===== config.mk =====
export PLATFORM = sky130hd
export DESIGN_NAME = lru_block_buffer_cache
export DESIGN_NICKNAME = d
export VERILOG_FILES = /design/src/rtl/core/lbbc_pkg.sv /design/src/rtl/core/lru_block_buffer_cache.sv /design/src/rtl/core/lbbc_cell.sv
export SDC_FILE = /design/constraint.sdc
export NUM_CORES = 2
export LEC_CHECK = 0
export BUFFER_PORTS_ARGS = -buffer_cell sky130_fd_sc_hd__buf_2
export CAP_MARGIN = 20
export CORE_MARGIN = 2
export CORE_UTILIZATION = 42
export CTS_BUF_LIST = sky130_fd_sc_hd__clkbuf_2 sky130_fd_sc_hd__clkbuf_4 sky130_fd_sc_hd__clkbuf_8
export DETAILED_ROUTE_END_ITERATION = 10
export GPL_TIMING_DRIVEN = 0
export PLACE_DENSITY = 0.6
export SYNTH_ARGS = -nofsm -noshare
export SYNTH_HDL_FRONTEND = slang
export SYNTH_SLANG_ARGS = --single-unit

===== constraint.sdc =====
create_clock -name clock -period 18.2 [get_ports clock]
set_input_delay 1.82 -clock clock [delete_from_list [all_inputs] [get_ports clock]]
set_output_delay 1.82 -clock clock [all_outputs]
set_load 0.02 [all_outputs]

===== src/rtl/core/lbbc_pkg.sv =====
// Package for the LRU block buffer cache: slot counts, result kinds, modes
// and the sequencer state type. No dependencies.
package lbbc_pkg;
   localparam int NumSlotsDefault = 16;
   localparam int ModeW = 3;
   localparam int UnitW = 5;
   localparam int BlockW = 32;
   localparam int SlotW = 4;
   localparam int KindW = 2;
   localparam int CsrW = 5;

   localparam logic [ModeW-1:0] MODE_GET_READ   = 3'd0;
   localparam logic [ModeW-1:0] MODE_GET_NOREAD = 3'd1;
   localparam logic [ModeW-1:0] MODE_MARK_DIRTY = 3'd2;
   localparam logic [ModeW-1:0] MODE_INVAL_UNIT = 3'd3;
   localparam logic [ModeW-1:0] MODE_FLUSH_UNIT = 3'd4;
   localparam logic [ModeW-1:0] MODE_FLUSH_ALL  = 3'd5;

   localparam logic [KindW-1:0] KIND_GRANT = 2'd0;
   localparam logic [KindW-1:0] KIND_WB    = 2'd1;
   localparam logic [KindW-1:0] KIND_READ  = 2'd2;
   localparam logic [KindW-1:0] KIND_DONE  = 2'd3;

   typedef enum logic [2:0] {
      ST_IDLE, ST_SEARCH, ST_MISS_WB, ST_MISS_RD, ST_GRANT, ST_WALK, ST_DONE
   } state_type;
endpackage


===== src/rtl/core/lru_block_buffer_cache.sv =====
// LRU block buffer cache. A get compares all active slots at once; a hit
// goes to the grant, a miss first writes back a dirty victim and, for a read,
// issues a read; the position/tag state lives in a chain of cells, and a
// move-to-front is one shift of the chain up to the chosen position. Flushes
// walk the active positions one a cycle unless a waiting response stalls them.
// Writing csr re-initializes all slots; dirty data is dropped.
module lru_block_buffer_cache import lbbc_pkg::*; #(
   parameter int NUM_SLOTS = NumSlotsDefault
) (
   input  logic              clock,
   input  logic              reset,
   input  logic              req_valid,
   output logic              req_ready,
   input  logic [ModeW-1:0]  req_mode,
   input  logic [UnitW-1:0]  req_unit,
   input  logic [BlockW-1:0] req_block_number,
   input  logic [SlotW-1:0]  req_slot,
   output logic              rsp_valid,
   input  logic              rsp_ready,
   output logic [KindW-1:0]  rsp_kind,
   output logic [SlotW-1:0]  rsp_slot_res,
   output logic [UnitW-1:0]  rsp_unit_res,
   output logic [BlockW-1:0] rsp_block_number_res,
   output logic              rsp_hit,
   output logic              rsp_last,
   input  logic              csr_we,
   input  logic [CsrW-1:0]   csr_wdata
);
   localparam int IdxW = $clog2(NUM_SLOTS);
   localparam int CntW = $clog2(NUM_SLOTS + 1);

   logic [IdxW-1:0]   c_slot  [NUM_SLOTS];
   logic [UnitW-1:0]  c_unit  [NUM_SLOTS];
   logic [BlockW-1:0] c_block [NUM_SLOTS];
   logic              c_valid [NUM_SLOTS];
   logic              c_dirty [NUM_SLOTS];
   logic              shift   [NUM_SLOTS];
   logic              set_d   [NUM_SLOTS];
   logic              clr_d   [NUM_SLOTS];
   logic              clr_v   [NUM_SLOTS];

   state_type state_ff, state_in;
   logic [CntW-1:0]   n_ff, n_in;
   logic [ModeW-1:0]  mode_ff, mode_in;
   logic [UnitW-1:0]  unit_ff, unit_in;
   logic [BlockW-1:0] blk_ff, blk_in;
   logic [SlotW-1:0]  sl_ff, sl_in;
   logic [IdxW-1:0]   pos_ff, pos_in;
   logic              hq_ff, hq_in;
   logic              init_r;
   logic [CntW-1:0]   csr_sat;

   // front position after a move carries the fill
   logic              ld_front;
   logic [IdxW-1:0]   shift_to;
   logic              do_shift;

   logic              ov_ff, ov_in;
   logic [KindW-1:0]  ok_ff, ok_in;
   logic [SlotW-1:0]  os_ff, os_in;
   logic [UnitW-1:0]  ou_ff, ou_in;
   logic [BlockW-1:0] ob_ff, ob_in;
   logic              oh_ff, oh_in, ol_ff, ol_in;

   logic              hit_any;
   logic [IdxW-1:0]   hit_pos;

   always_comb begin
      csr_sat = (csr_wdata == '0) ? CntW'(1) :
                (32'(csr_wdata) > 32'(NUM_SLOTS)) ? CntW'(NUM_SLOTS) : CntW'(csr_wdata);
   end

   assign init_r = reset || csr_we;

   for (genvar i = 0; i < NUM_SLOTS; i++) begin : g_cell
      logic [IdxW-1:0]   p_slot;
      logic [UnitW-1:0]  p_unit;
      logic [BlockW-1:0] p_block;
      logic              p_valid, p_dirty;
      if (i == 0) begin : g_front
         // position 0 takes the slot moved to the front
         assign p_slot  = c_slot[shift_to];
         assign p_unit  = ld_front ? unit_ff : c_unit[shift_to];
         assign p_block = ld_front ? blk_ff : c_block[shift_to];
         assign p_valid = ld_front ? 1'b1 : c_valid[shift_to];
         assign p_dirty = ld_front ? 1'b0 : c_dirty[shift_to];
      end else begin : g_rest
         assign p_slot  = c_slot[i-1];
         assign p_unit  = c_unit[i-1];
         assign p_block = c_block[i-1];
         assign p_valid = c_valid[i-1];
         assign p_dirty = c_dirty[i-1];
      end
      assign shift[i] = do_shift && (IdxW'(i) <= shift_to);
      lbbc_cell #(.SlotIdxW(IdxW)) u_cell (
         .clock, .init(init_r), .init_slot(IdxW'(i)), .shift(shift[i]),
         .prev_slot(p_slot), .prev_unit(p_unit), .prev_block(p_block),
         .prev_valid(p_valid), .prev_dirty(p_dirty),
         .set_dirty(set_d[i]), .clr_dirty(clr_d[i]), .clr_valid(clr_v[i]),
         .slot(c_slot[i]), .unit(c_unit[i]), .block(c_block[i]),
         .valid(c_valid[i]), .dirty(c_dirty[i]));
   end

   always_comb begin
      hit_any = 1'b0;
      hit_pos = '0;
      for (int i = NUM_SLOTS-1; i >= 0; i--) begin
         if ((CntW'(i) < n_ff) && c_valid[i] && c_unit[i] == unit_ff &&
             c_block[i] == blk_ff) begin
            hit_any = 1'b1;
            hit_pos = IdxW'(i);
         end
      end
   end

   always_comb begin
      state_in = state_ff;
      n_in = n_ff; mode_in = mode_ff; unit_in = unit_ff; blk_in = blk_ff;
      sl_in = sl_ff; pos_in = pos_ff; hq_in = hq_ff;
      ov_in = ov_ff; ok_in = ok_ff; os_in = os_ff; ou_in = ou_ff;
      ob_in = ob_ff; oh_in = oh_ff; ol_in = ol_ff;
      req_ready = 1'b0;
      do_shift = 1'b0; ld_front = 1'b0; shift_to = '0;
      for (int i = 0; i < NUM_SLOTS; i++) begin
         set_d[i] = 1'b0; clr_d[i] = 1'b0; clr_v[i] = 1'b0;
      end
      if (ov_ff && rsp_ready) ov_in = 1'b0;
      case (state_ff)
         ST_IDLE: begin
            req_ready = 1'b1;
            if (req_valid) begin
               mode_in = req_mode; unit_in = req_unit; blk_in = req_block_number;
               sl_in = req_slot; pos_in = '0;
               if (req_mode == MODE_GET_READ || req_mode == MODE_GET_NOREAD)
                  state_in = ST_SEARCH;
               else if (req_mode == MODE_FLUSH_UNIT || req_mode == MODE_FLUSH_ALL ||
                        req_mode == MODE_INVAL_UNIT)
                  state_in = ST_WALK;
               else if (req_mode == MODE_MARK_DIRTY)
                  state_in = ST_DONE;
            end
         end
         ST_SEARCH: begin
            do_shift = 1'b1;
            // hit flag is held aside so a waiting beat keeps its payload
            if (hit_any) begin
               shift_to = hit_pos;
               state_in = ST_GRANT;
               hq_in = 1'b1;
            end else begin
               shift_to = IdxW'(n_ff - CntW'(1));
               hq_in = 1'b0;
               state_in = ST_MISS_WB;
            end
         end
         ST_MISS_WB: begin
            // front now holds the victim, still with its old tag
            if (!ov_ff || rsp_ready) begin
               if (c_valid[0] && c_dirty[0]) begin
                  ov_in = 1'b1; ok_in = KIND_WB; os_in = SlotW'(c_slot[0]);
                  ou_in = c_unit[0]; ob_in = c_block[0]; oh_in = 1'b0; ol_in = 1'b0;
               end
               if (mode_ff == MODE_GET_READ) state_in = ST_MISS_RD;
               else state_in = ST_GRANT;
               // retag the front slot in place
               do_shift = 1'b1; ld_front = 1'b1; shift_to = '0;
            end
         end
         ST_MISS_RD: begin
            if (!ov_ff || rsp_ready) begin
               ov_in = 1'b1; ok_in = KIND_READ; os_in = SlotW'(c_slot[0]);
               ou_in = unit_ff; ob_in = blk_ff; oh_in = 1'b0; ol_in = 1'b0;
               state_in = ST_GRANT;
            end
         end
         ST_GRANT: begin
            if (!ov_ff || rsp_ready) begin
               ov_in = 1'b1; ok_in = KIND_GRANT; os_in = SlotW'(c_slot[0]);
               ou_in = unit_ff; ob_in = blk_ff; oh_in = hq_ff; ol_in = 1'b1;
               state_in = ST_IDLE;
            end
         end
         ST_WALK: begin
            if (CntW'(pos_ff) >= n_ff) begin
               state_in = ST_DONE;
            end else if (mode_ff == MODE_INVAL_UNIT) begin
               for (int i = 0; i < NUM_SLOTS; i++) begin
                  if ((CntW'(i) < n_ff) && c_unit[i] == unit_ff) begin
                     clr_v[i] = 1'b1; clr_d[i] = 1'b1;
                  end
               end
               state_in = ST_DONE;
            end else if (!ov_ff || rsp_ready) begin
               if (mode_ff == MODE_FLUSH_ALL || c_unit[pos_ff] == unit_ff) begin
                  if (c_valid[pos_ff] && c_dirty[pos_ff]) begin
                     ov_in = 1'b1; ok_in = KIND_WB; os_in = SlotW'(c_slot[pos_ff]);
                     ou_in = c_unit[pos_ff]; ob_in = c_block[pos_ff];
                     oh_in = 1'b0; ol_in = 1'b0;
                  end
                  clr_d[pos_ff] = 1'b1;
                  if (mode_ff == MODE_FLUSH_ALL) clr_v[pos_ff] = 1'b1;
               end
               if (CntW'(pos_ff) == n_ff - CntW'(1)) state_in = ST_DONE;
               else pos_in = pos_ff + IdxW'(1);
            end
         end
         ST_DONE: begin
            if (!ov_ff || rsp_ready) begin
               if (mode_ff == MODE_MARK_DIRTY) begin
                  for (int i = 0; i < NUM_SLOTS; i++) begin
                     if ((CntW'(i) < n_ff) && (32'(sl_ff) < 32'(n_ff)) &&
                         (32'(c_slot[i]) == 32'(sl_ff)))
                        set_d[i] = 1'b1;
                  end
               end
               ov_in = 1'b1; ok_in = KIND_DONE; os_in = '0; ou_in = '0; ob_in = '0;
               oh_in = 1'b0; ol_in = 1'b1;
               state_in = ST_IDLE;
            end
         end
         default: state_in = ST_IDLE;
      endcase
      if (csr_we) n_in = csr_sat;
   end

   always_ff @(posedge clock) begin
      if (reset) begin
         state_ff <= ST_IDLE;
         n_ff     <= CntW'(NUM_SLOTS);
         ov_ff    <= 1'b0;
      end else begin
         state_ff <= state_in;
         n_ff     <= n_in;
         ov_ff    <= ov_in;
      end
      mode_ff <= mode_in; unit_ff <= unit_in; blk_ff <= blk_in;
      sl_ff <= sl_in; pos_ff <= pos_in; hq_ff <= hq_in;
      ok_ff <= ok_in; os_ff <= os_in; ou_ff <= ou_in; ob_ff <= ob_in;
      oh_ff <= oh_in; ol_ff <= ol_in;
   end

   assign rsp_valid = ov_ff;
   assign rsp_kind = ok_ff;
   assign rsp_slot_res = os_ff;
   assign rsp_unit_res = ou_ff;
   assign rsp_block_number_res = ob_ff;
   assign rsp_hit = oh_ff;
   assign rsp_last = ol_ff;
endmodule


===== src/rtl/core/lbbc_cell.sv =====
// One slot of the recency chain: tag, valid and dirty of the slot held at
// this position. Shifts from its front neighbor on a move-to-front.
// Depends on lbbc_pkg.
module lbbc_cell import lbbc_pkg::*; #(
   parameter int SlotIdxW = 4
) (
   input  logic                clock,
   input  logic                init,
   input  logic [SlotIdxW-1:0] init_slot,
   input  logic                shift,
   input  logic [SlotIdxW-1:0] prev_slot,
   input  logic [UnitW-1:0]    prev_unit,
   input  logic [BlockW-1:0]   prev_block,
   input  logic                prev_valid,
   input  logic                prev_dirty,
   input  logic                set_dirty,
   input  logic                clr_dirty,
   input  logic                clr_valid,
   output logic [SlotIdxW-1:0] slot,
   output logic [UnitW-1:0]    unit,
   output logic [BlockW-1:0]   block,
   output logic                valid,
   output logic                dirty
);
   logic [SlotIdxW-1:0] slot_ff, slot_in;
   logic [UnitW-1:0]    unit_ff, unit_in;
   logic [BlockW-1:0]   block_ff, block_in;
   logic                valid_ff, valid_in, dirty_ff, dirty_in;

   always_comb begin
      slot_in  = slot_ff;
      unit_in  = unit_ff;
      block_in = block_ff;
      valid_in = valid_ff;
      dirty_in = dirty_ff;
      if (init) begin
         slot_in  = init_slot;
         unit_in  = '0;
         block_in = '0;
         valid_in = 1'b0;
         dirty_in = 1'b0;
      end else if (shift) begin
         slot_in  = prev_slot;
         unit_in  = prev_unit;
         block_in = prev_block;
         valid_in = prev_valid;
         dirty_in = prev_dirty;
      end else begin
         if (set_dirty) dirty_in = 1'b1;
         if (clr_dirty) dirty_in = 1'b0;
         if (clr_valid) valid_in = 1'b0;
      end
   end

   always_ff @(posedge clock) begin
      slot_ff  <= slot_in;
      unit_ff  <= unit_in;
      block_ff <= block_in;
      valid_ff <= valid_in;
      dirty_ff <= dirty_in;
   end

   assign slot  = slot_ff;
   assign unit  = unit_ff;
   assign block = block_ff;
   assign valid = valid_ff;
   assign dirty = dirty_ff;
endmodule

# ---- Word-level counts from Yosys, hierarchy flattened
# Cells that the tools add are included.
dict set report word_totals {
  ff_bits 791
}
dict set report classes {
  add_sub_neg 2
  magnitude_cmp 38
  eq_ne 82
  mux 286
  bitwise 2
  reduce_logical 175
}
# op count
set op_table {}
lappend op_table {{== test 32 bit} 16}
lappend op_table {{2-to-1 mux 32 bit} 14}
lappend op_table {{binary-select mux 32 bit (select 4 bit)} 2}
lappend op_table {{2-to-1 mux 16 bit} 14}
lappend op_table {{2-to-1 mux 1 bit} 162}
lappend op_table {{2-to-1 mux 4 bit} 36}
lappend op_table {{case mux 32 bit (4 select lines)} 1}
lappend op_table {{logical AND 1 bit} 116}
lappend op_table {{== test 5 bit} 17}
lappend op_table {{2-to-1 mux 5 bit} 16}
lappend op_table {{== test 4 bit} 16}
lappend op_table {{nonzero test 3 bit} 16}
lappend op_table {{binary-select mux 5 bit (select 4 bit)} 2}
lappend op_table {{< comparator 4 x 5 -> 1 bit, first input constant} 8}
lappend op_table {{2-to-1 mux 3 bit} 13}
lappend op_table {{nonzero test 2 bit} 17}
lappend op_table {{binary-select mux 4 bit (select 4 bit)} 2}
lappend op_table {{<= comparator 4 bit, first input constant} 8}
lappend op_table {{AND reduction 10 bit} 3}
lappend op_table {{inequality test 2 bit, second input constant} 12}
lappend op_table {{< comparator 3 x 5 -> 1 bit, first input constant} 4}
lappend op_table {{2-to-1 mux 2 bit} 10}
lappend op_table {{case mux 5 bit (4 select lines)} 1}
lappend op_table {{== test 3 x 2 -> 1 bit, second input constant} 6}
lappend op_table {{39 further kinds} 73}

# ---- Longest topological paths before layout
dict set report depth {
  depth_word 28
  ltp_mapped 20
  depth_no_buf 15
}

# ---- Cells and area by module
# Synthesis repeated with hierarchy kept, for this count alone.
dict set report hier_totals {
  cells_unflattened 5557
  hier_area_um2 54441.0
}
# mod instances cells_each area_per_inst_um2
set modules_own_cells {}
lappend modules_own_cells {lru_block_buffer_cache 1 3333 28676.3}
lappend modules_own_cells {lbbc_cell 16 139 1610.3}

# ---- Least setup slack after synthesis
# Ideal clock, no wire load.
dict set report synth_path {
  path_type {reg-to-reg}
  startpoint {register pos_ff[0]}
  endpoint {register ob_ff[0] (netlist: rsp_block_number_res[0]), enable pin}
  arrival_ns 5.512
  required_ns 17.760
  path_slack_ns 12.249
  path_stages_with_launch 18
  n_path_buf 5
  synth_period_minus_slack_ns 5.951
  cell_sequence {edfxtp_1 buf_1 clkbuf_1 buf_2 buf_1 buf_1 inv_1 ha_1 nand2b_1 a21o_1 a21o_1 a21oi_1 nor2_1 nor2b_1 nand4_1 o21ai_0 a21oi_1 nor2_1}
}
dict set report synth_between {
  elab_chain_len 8
  elab_cells_between_ends 18
}
# element line
set synth_rtl {}
lappend synth_rtl {{start, declared} lru_block_buffer_cache.sv:48} ;# logic [IdxW-1:0] pos_ff, pos_in;
lappend synth_rtl {{start signal, assigned} lru_block_buffer_cache.sv:237} ;# sl_ff <= sl_in; pos_ff <= pos_in; hq_ff <= hq_in;
lappend synth_rtl {{inverter 4 -> 5 bit (not written as such)} {lru_block_buffer_cache.sv:194, lru_block_buffer_cache.sv:195}}
lappend synth_rtl {{binary-select mux 5 bit (select 4 bit)} lru_block_buffer_cache.sv:194} ;# if (mode_ff == MODE_FLUSH_ALL || c_unit[pos_ff] == unit_ff) begin
lappend synth_rtl {{2-to-1 mux 5 bit (not written as such) (2 in series)} lru_block_buffer_cache.sv:194}
lappend synth_rtl {{== test 5 bit} lru_block_buffer_cache.sv:194}
lappend synth_rtl {{logical OR 1 bit} lru_block_buffer_cache.sv:194}
lappend synth_rtl {{inequality test 2 bit (no source line)} n/a}
lappend synth_rtl {{AND reduction 10 bit (no source line) (*)} n/a}
lappend synth_rtl {{end signal, assigned} lru_block_buffer_cache.sv:238} ;# ok_ff <= ok_in; os_ff <= os_in; ou_ff <= ou_in; ob_ff <= ob_in;
lappend synth_rtl {{end, declared} lru_block_buffer_cache.sv:62} ;# logic [BlockW-1:0] ob_ff, ob_in;
# Every way passes the cells marked *; elsewhere a longest branch is shown, timed or not. The select of a mux whose other input is x is not followed.
# A chain may end at the register's enable or synchronous reset.

# ---- Final worst setup path
dict set report layout_path {
  startpoint {register pos_ff[0]}
  endpoint {register g_cell[11].u_cell.dirty_ff}
}
dict set report layout_between {
  elab_chain_len 13
  elab_cells_between_ends 20
}
# element line
set layout_rtl {}
lappend layout_rtl {{inverter 4 -> 5 bit (not written as such)} {lru_block_buffer_cache.sv:194, lru_block_buffer_cache.sv:200}}
lappend layout_rtl {{binary-select mux 5 bit (select 4 bit)} lru_block_buffer_cache.sv:194}
lappend layout_rtl {{2-to-1 mux 5 bit (not written as such) (2 in series)} lru_block_buffer_cache.sv:194}
lappend layout_rtl {{== test 5 bit} lru_block_buffer_cache.sv:194}
lappend layout_rtl {{logical OR 1 bit} lru_block_buffer_cache.sv:194}
lappend layout_rtl {{2-to-1 mux 16 bit} lru_block_buffer_cache.sv:194}
lappend layout_rtl {{2-to-1 mux 16 bit} lru_block_buffer_cache.sv:193} ;# end else if (!ov_ff || rsp_ready) begin
lappend layout_rtl {{2-to-1 mux 16 bit} lru_block_buffer_cache.sv:186} ;# end else if (mode_ff == MODE_INVAL_UNIT) begin
lappend layout_rtl {{2-to-1 mux 16 bit (*)} lru_block_buffer_cache.sv:184} ;# if (CntW'(pos_ff) >= n_ff) begin
lappend layout_rtl {{2-to-1 mux 16 bit (*)} lru_block_buffer_cache.sv:128} ;# case (state_ff)
lappend layout_rtl {{2-to-1 mux 1 bit} lbbc_cell.sv:50} ;# if (clr_dirty) dirty_in = 1'b0;
lappend layout_rtl {{2-to-1 mux 1 bit} lbbc_cell.sv:42} ;# end else if (shift) begin
lappend layout_rtl {{end signal, assigned} lbbc_cell.sv:60} ;# dirty_ff <= dirty_in;
lappend layout_rtl {{end, declared} lbbc_cell.sv:28} ;# logic valid_ff, valid_in, dirty_ff, dirty_in;
# Marks and branches as above.

==> report_table.html <==
<table>
<tr><th>Metric</th><th>Value</th></tr>
<tr><th colspan="2">Outcome</th></tr>
<tr><td>Result of the run</td><td>finished, final reports clean</td></tr>
<tr><th colspan="2">STA</th></tr>
<tr><td>Period utilisation layout</td><td>between 40% and 50%</td></tr>
<tr><td>Number of endpoints failing setup at the final stage</td><td>0</td></tr>
<tr><td>Final Skew</td><td>59.0 ps</td></tr>
<tr><td>Unrepaired setup endpoints after global routing</td><td>no</td></tr>
<tr><td>Number of max-slew violations in the final report</td><td>0</td></tr>
<tr><td>Slew at the pin closest to its max-slew limit</td><td>1500 ps</td></tr>
<tr><td>Max transition margin</td><td>less than 1%</td></tr>
<tr><td>Peak Freq</td><td>0.118 GHz</td></tr>
<tr><td>Final hold slack</td><td>~500 ps</td></tr>
<tr><td>Post-layout minimum cycle time</td><td>between 8000 and 9000 ps</td></tr>
<tr><td>Number of failing hold endpoints at the final stage</td><td>0</td></tr>
<tr><td>Accumulated negative setup slack</td><td>0 ps</td></tr>
<tr><th colspan="2">Synth</th></tr>
<tr><td>FF+latch count, synth</td><td>~790</td></tr>
<tr><td>Synthesis Warnings</td><td>0</td></tr>
<tr><td>Portion of netlist area occupied by mux cells</td><td>17.7%</td></tr>
<tr><td>Syn Inst Count</td><td>~5800</td></tr>
<tr><td>Main combinational cell family by area after synthesis</td><td>simple AND/OR/NAND/NOR gates</td></tr>
<tr><td>Primary FF master, synth</td><td>sky130_fd_sc_hd__dfxtp_1</td></tr>
<tr><td>Fraction of the yosys area taken by sequential cells</td><td>between 30% and 40%</td></tr>
<tr><td>Netlist area before placement</td><td>~51000 sq um</td></tr>
<tr><td>Area share of xor/xnor cells in the synthesized design</td><td>between 10% and 20%</td></tr>
<tr><td>Area fraction in compound gates after synthesis</td><td>13.2%</td></tr>
<tr><td>Total nets after synthesis</td><td>between 5000 and 6000</td></tr>
<tr><td>Area fraction in and, or, nand and nor cells after synthesis</td><td>18.9%</td></tr>
<tr><td>Adder-cell area share of the yosys netlist</td><td>less than 1%</td></tr>
<tr><td>Synthesized area per cell</td><td>8.75 sq um</td></tr>
<tr><td>Number of flops mapped to enable cells by yosys</td><td>94</td></tr>
<tr><td>Async set-or-reset flop fraction in the synthesized netlist</td><td>0%</td></tr>
<tr><td>Post-synth cell types</td><td>between 90 and 100</td></tr>
<tr><th colspan="2">Die</th></tr>
<tr><td>Die area</td><td>124000 sq um</td></tr>
<tr><td>IO Count</td><td>101</td></tr>
<tr><td>Site Rows</td><td>127</td></tr>
<tr><td>Horiz. Die Dim</td><td>351 um</td></tr>
<tr><td>Starting density of the core</td><td>42.3%</td></tr>
<tr><td>Die height</td><td>approximately 350 um</td></tr>
<tr><td>Area of the core</td><td>~120000 sq um</td></tr>
<tr><th colspan="2">Critical path</th></tr>
<tr><td>Endpoint required time on the critical path</td><td>about 19000 ps</td></tr>
<tr><td>Endpoint type of the worst setup path</td><td>register</td></tr>
<tr><td>Worst Setup Path Type</td><td>register to register</td></tr>
<tr><td>CP max FO</td><td>10</td></tr>
<tr><td>Data arrival time of the critical path</td><td>slightly above 9000 ps</td></tr>
<tr><td>Kind of launch point of the worst setup path</td><td>register</td></tr>
<tr><th colspan="2">Pwr</th></tr>
<tr><td>Combinational share of power</td><td>47.8%</td></tr>
<tr><td>Cell internal power dissipation</td><td>around 4.0 mW</td></tr>
<tr><td>Peak VDD IR</td><td>between 0.00009 and 0.0001 V</td></tr>
<tr><td>Power density over the cells</td><td>between 100 and 150 nW/um^2</td></tr>
<tr><td>Power share of the sequential group</td><td>around a quarter</td></tr>
<tr><td>Switching Power</td><td>3.72 mW</td></tr>
<tr><td>Clk pwr share</td><td>a little over a quarter</td></tr>
<tr><td>Leakage power total</td><td>between 15 and 20 nW</td></tr>
<tr><td>Switching Fraction</td><td>between 40% and 50%</td></tr>
<tr><th colspan="2">GRT</th></tr>
<tr><td>Met2 Track Usage GR</td><td>a little over two thirds</td></tr>
<tr><td>Busiest metal layer after global routing</td><td>met2</td></tr>
<tr><td>Global routing usage on met1</td><td>61.6%</td></tr>
<tr><td>Pin count of the biggest net entering global routing</td><td>34</td></tr>
<tr><td>Global-route congestion overflow total</td><td>0</td></tr>
<tr><td>Antenna violations before repair</td><td>25</td></tr>
<tr><td>Global-route wire length before repair</td><td>approximately 420 mm</td></tr>
<tr><td>Number of global-route vias before repair</td><td>approximately 48000</td></tr>
<tr><td>Global routing met3 resource utilization</td><td>26.9%</td></tr>
<tr><td>Overall track demand over capacity in global routing</td><td>51.0%</td></tr>
<tr><th colspan="2">Route</th></tr>
<tr><td>Remaining routing DRC violations</td><td>0</td></tr>
<tr><td>Iteration-0 DRC count of the detailed router</td><td>between 8000 and 9000</td></tr>
<tr><td>Wire length per cell after detailed routing</td><td>just over 40 um</td></tr>
<tr><td>Vias/cell</td><td>just under 7</td></tr>
<tr><td>Via count</td><td>roughly 53000</td></tr>
<tr><td>Final antenna-violating net count</td><td>0</td></tr>
<tr><td>Length of the first detailed-routing pass in iterations</td><td>7</td></tr>
<tr><td>Sum of routed wire length over all layers</td><td>323 mm</td></tr>
<tr><th colspan="2">Place</th></tr>
<tr><td>Last weighted congestion value of the routability-driven placer</td><td>roughly 1.2</td></tr>
<tr><td>Final HPWL from detailed placement</td><td>roughly 270 mm</td></tr>
<tr><td>Area of placed instances</td><td>about 53000 sq um</td></tr>
<tr><td>IO buf count</td><td>100</td></tr>
<tr><th colspan="2">Clock tree</th></tr>
<tr><td>Clock Pin Slew Worst Setup and Hold Paths</td><td>roughly 60 ps</td></tr>
<tr><td>Number of buffers added to fix hold violations after cts</td><td>0</td></tr>
<tr><td>Clock root buffer master</td><td>sky130_fd_sc_hd__clkbuf_8</td></tr>
<tr><td>H-tree Lvls</td><td>4</td></tr>
<tr><td>Clock sink count</td><td>791</td></tr>
<tr><td>Clock tree from TritonCTS</td><td>built</td></tr>
<tr><td>Number of gates given a new drive strength after cts</td><td>0</td></tr>
<tr><td>TritonCTS Buffers</td><td>about 160</td></tr>
<tr><td>Clock insertion delay at the later pin of the skew report</td><td>980 ps</td></tr>
<tr><td>Clock tree buffer depth</td><td>3</td></tr>
<tr><td>Setup Fix Bufs, Post-CTS</td><td>0</td></tr>
<tr><th colspan="2">Final layout</th></tr>
<tr><td>Number of nets in the layout</td><td>roughly 6000</td></tr>
<tr><td>Leading cell type in the layout, fill and taps excluded</td><td>sky130_fd_sc_hd__nand2_1</td></tr>
<tr><td>Fin util</td><td>47.6%</td></tr>
<tr><td>Layout Cell Area excl Fill</td><td>~57000 sq um</td></tr>
<tr><td>Fraction of final layout cells with drive strength greater than 1</td><td>between 10% and 20%</td></tr>
<tr><td>Post-synthesis to final-layout area growth</td><td>12.5%</td></tr>
<tr><td>Most frequent cells in the layout</td><td>sky130_fd_sc_hd__nand2_1, sky130_fd_sc_hd__dfxtp_1, sky130_fd_sc_hd__xnor2_1</td></tr>
<tr><th colspan="2">Job</th></tr>
<tr><td>Max-cap violations</td><td>0</td></tr>
<tr><th colspan="2">Min path</th></tr>
<tr><td>Class of the tightest hold or removal check</td><td>register to register</td></tr>
</table>
layer usage:
metal / part of all wire [%] / routed length (um)
met1: 37 / 120000
met2: 39 / 126000
met3: 15 / 49900
met4: 8.0 / 25800
met5: 0.19 / 619
critical path: stages, from the launching register on:
cell and delay (ps):
sky130_fd_sc_hd__edfxtp_1 720, sky130_fd_sc_hd__buf_1 830, sky130_fd_sc_hd__clkbuf_1 650, sky130_fd_sc_hd__buf_2 680, sky130_fd_sc_hd__buf_1 810, sky130_fd_sc_hd__buf_1 960, sky130_fd_sc_hd__inv_1 250, sky130_fd_sc_hd__ha_1 360
sky130_fd_sc_hd__nand2b_1 150, sky130_fd_sc_hd__a21o_1 180, sky130_fd_sc_hd__a21o_1 170, sky130_fd_sc_hd__a21oi_1 130, sky130_fd_sc_hd__nor2_1 100, sky130_fd_sc_hd__nor2_1 890, sky130_fd_sc_hd__clkbuf_1 700, sky130_fd_sc_hd__o21ai_0 420
sky130_fd_sc_hd__nand3_1 180, sky130_fd_sc_hd__a21oi_1 80
registers in the layout (all words and copies together), names as in the netlist, 3 cells and up:
signal / cells
g_cell.u_cell.dirty: 16
unit_ff: 5
state_ff: 3
g_cell.u_cell.slot: 64
mode_ff: 3
g_cell.u_cell.block: 512
rsp_slot_res: 4
g_cell.u_cell.valid: 16
sl_ff: 4
g_cell.u_cell.unit: 80
blk_ff: 32
rsp_block_number_res: 32
rsp_unit_res: 5
n_ff: 5
pos_ff: 4
kinds of logic after synthesis:
| family | after synthesis |
|---|---|
| mux | 628 |
| xor+xnor | 659 |
| fa+ha+maj | 13 |
| compound gates | 1053 |
| simple gates | 2109 |
| flops | 791 |
| buf+inv | 539 |
cell usage after synthesis, drive strengths merged, types with 6 or more instances:
master | instances | share of area [%]
buf | 281 | 3.4
xor2 | 166 | 2.9
dfxtp | 697 | 28
a21oi | 486 | 4.8
o21ai | 118 | 1.2
a221oi | 39 | 0.67
nand3 | 162 | 1.6
or3 | 6 | 0.084
or4 | 11 | 0.16
o2bb2ai | 74 | 1.3
a311oi | 9 | 0.16
nor2b | 23 | 0.28
nor4b | 8 | 0.21
nor2 | 298 | 2.2
nand4 | 214 | 2.7
a21o | 43 | 0.64
o211ai | 15 | 0.23
xnor2 | 493 | 8.5
nor4 | 77 | 0.97
mux2i | 403 | 8.0
ha | 13 | 0.32
nand2 | 1088 | 8.1
nand2b | 31 | 0.40
a22oi | 46 | 0.68
and3 | 20 | 0.25
and4 | 7 | 0.12
nor3 | 132 | 1.3
mux4 | 215 | 9.5
inv | 21 | 0.16
clkbuf | 235 | 1.7
a211oi | 57 | 0.85
or2 | 6 | 0.074
mux2 | 10 | 0.22
edfxtp | 94 | 5.6
a22o | 8 | 0.14
o22ai | 47 | 0.58
a31oi | 17 | 0.22
a32oi | 37 | 0.64
and4b | 8 | 0.16
power by group through the flow:
stage	clock network (mW)	logic [mW]	registers [mW]
2_1_floorplan	0	1.94	2.01
3_3_place_gp	0	3.42	2.00
3_5_place_dp	0	3.45	2.00
4_1_cts	2.02	3.46	1.96
5_1_grt	2.10	3.66	1.97
6_report	2.05	3.68	1.97
final timing paths:
path	from	endpoint	slack, ps	depth (start not counted)
worst max-delay path	pos_ff[0]	g_cell[11].u_cell.dirty	9710	17
worst min-delay path	g_cell[15].u_cell.block[10]	g_cell[15].u_cell.block[10]	500	2
worst max register to register	pos_ff[0]	g_cell[11].u_cell.dirty	9710	17
worst min register to register	g_cell[15].u_cell.block[10]	g_cell[15].u_cell.block[10]	500	2
layout make-up:
class / instances / area [sq um]
clock inverter: 35 / 300
sequential: 791 / 16800
fill: 11900 / 62800
antenna: 23 / 57.6
inverter: 23 / 87.6
buffer: 516 / 2620
timing repair buffer: 124 / 820
tap: 1612 / 2020
clock buffer: 250 / 3100
multi-input combinational: 4462 / 31300
through the flow:
step	std cells	setup slack, ps	power, mW
6_report	7836	9710	7.69
4_1_cts	7804	10230	7.45
2_1_floorplan	5792	12250	3.95
5_1_grt	7819	9970	7.73
3_3_place_gp	7504	8230	5.43
3_5_place_dp	7519	10280	5.45
Power figures use the tool's default switching activity.
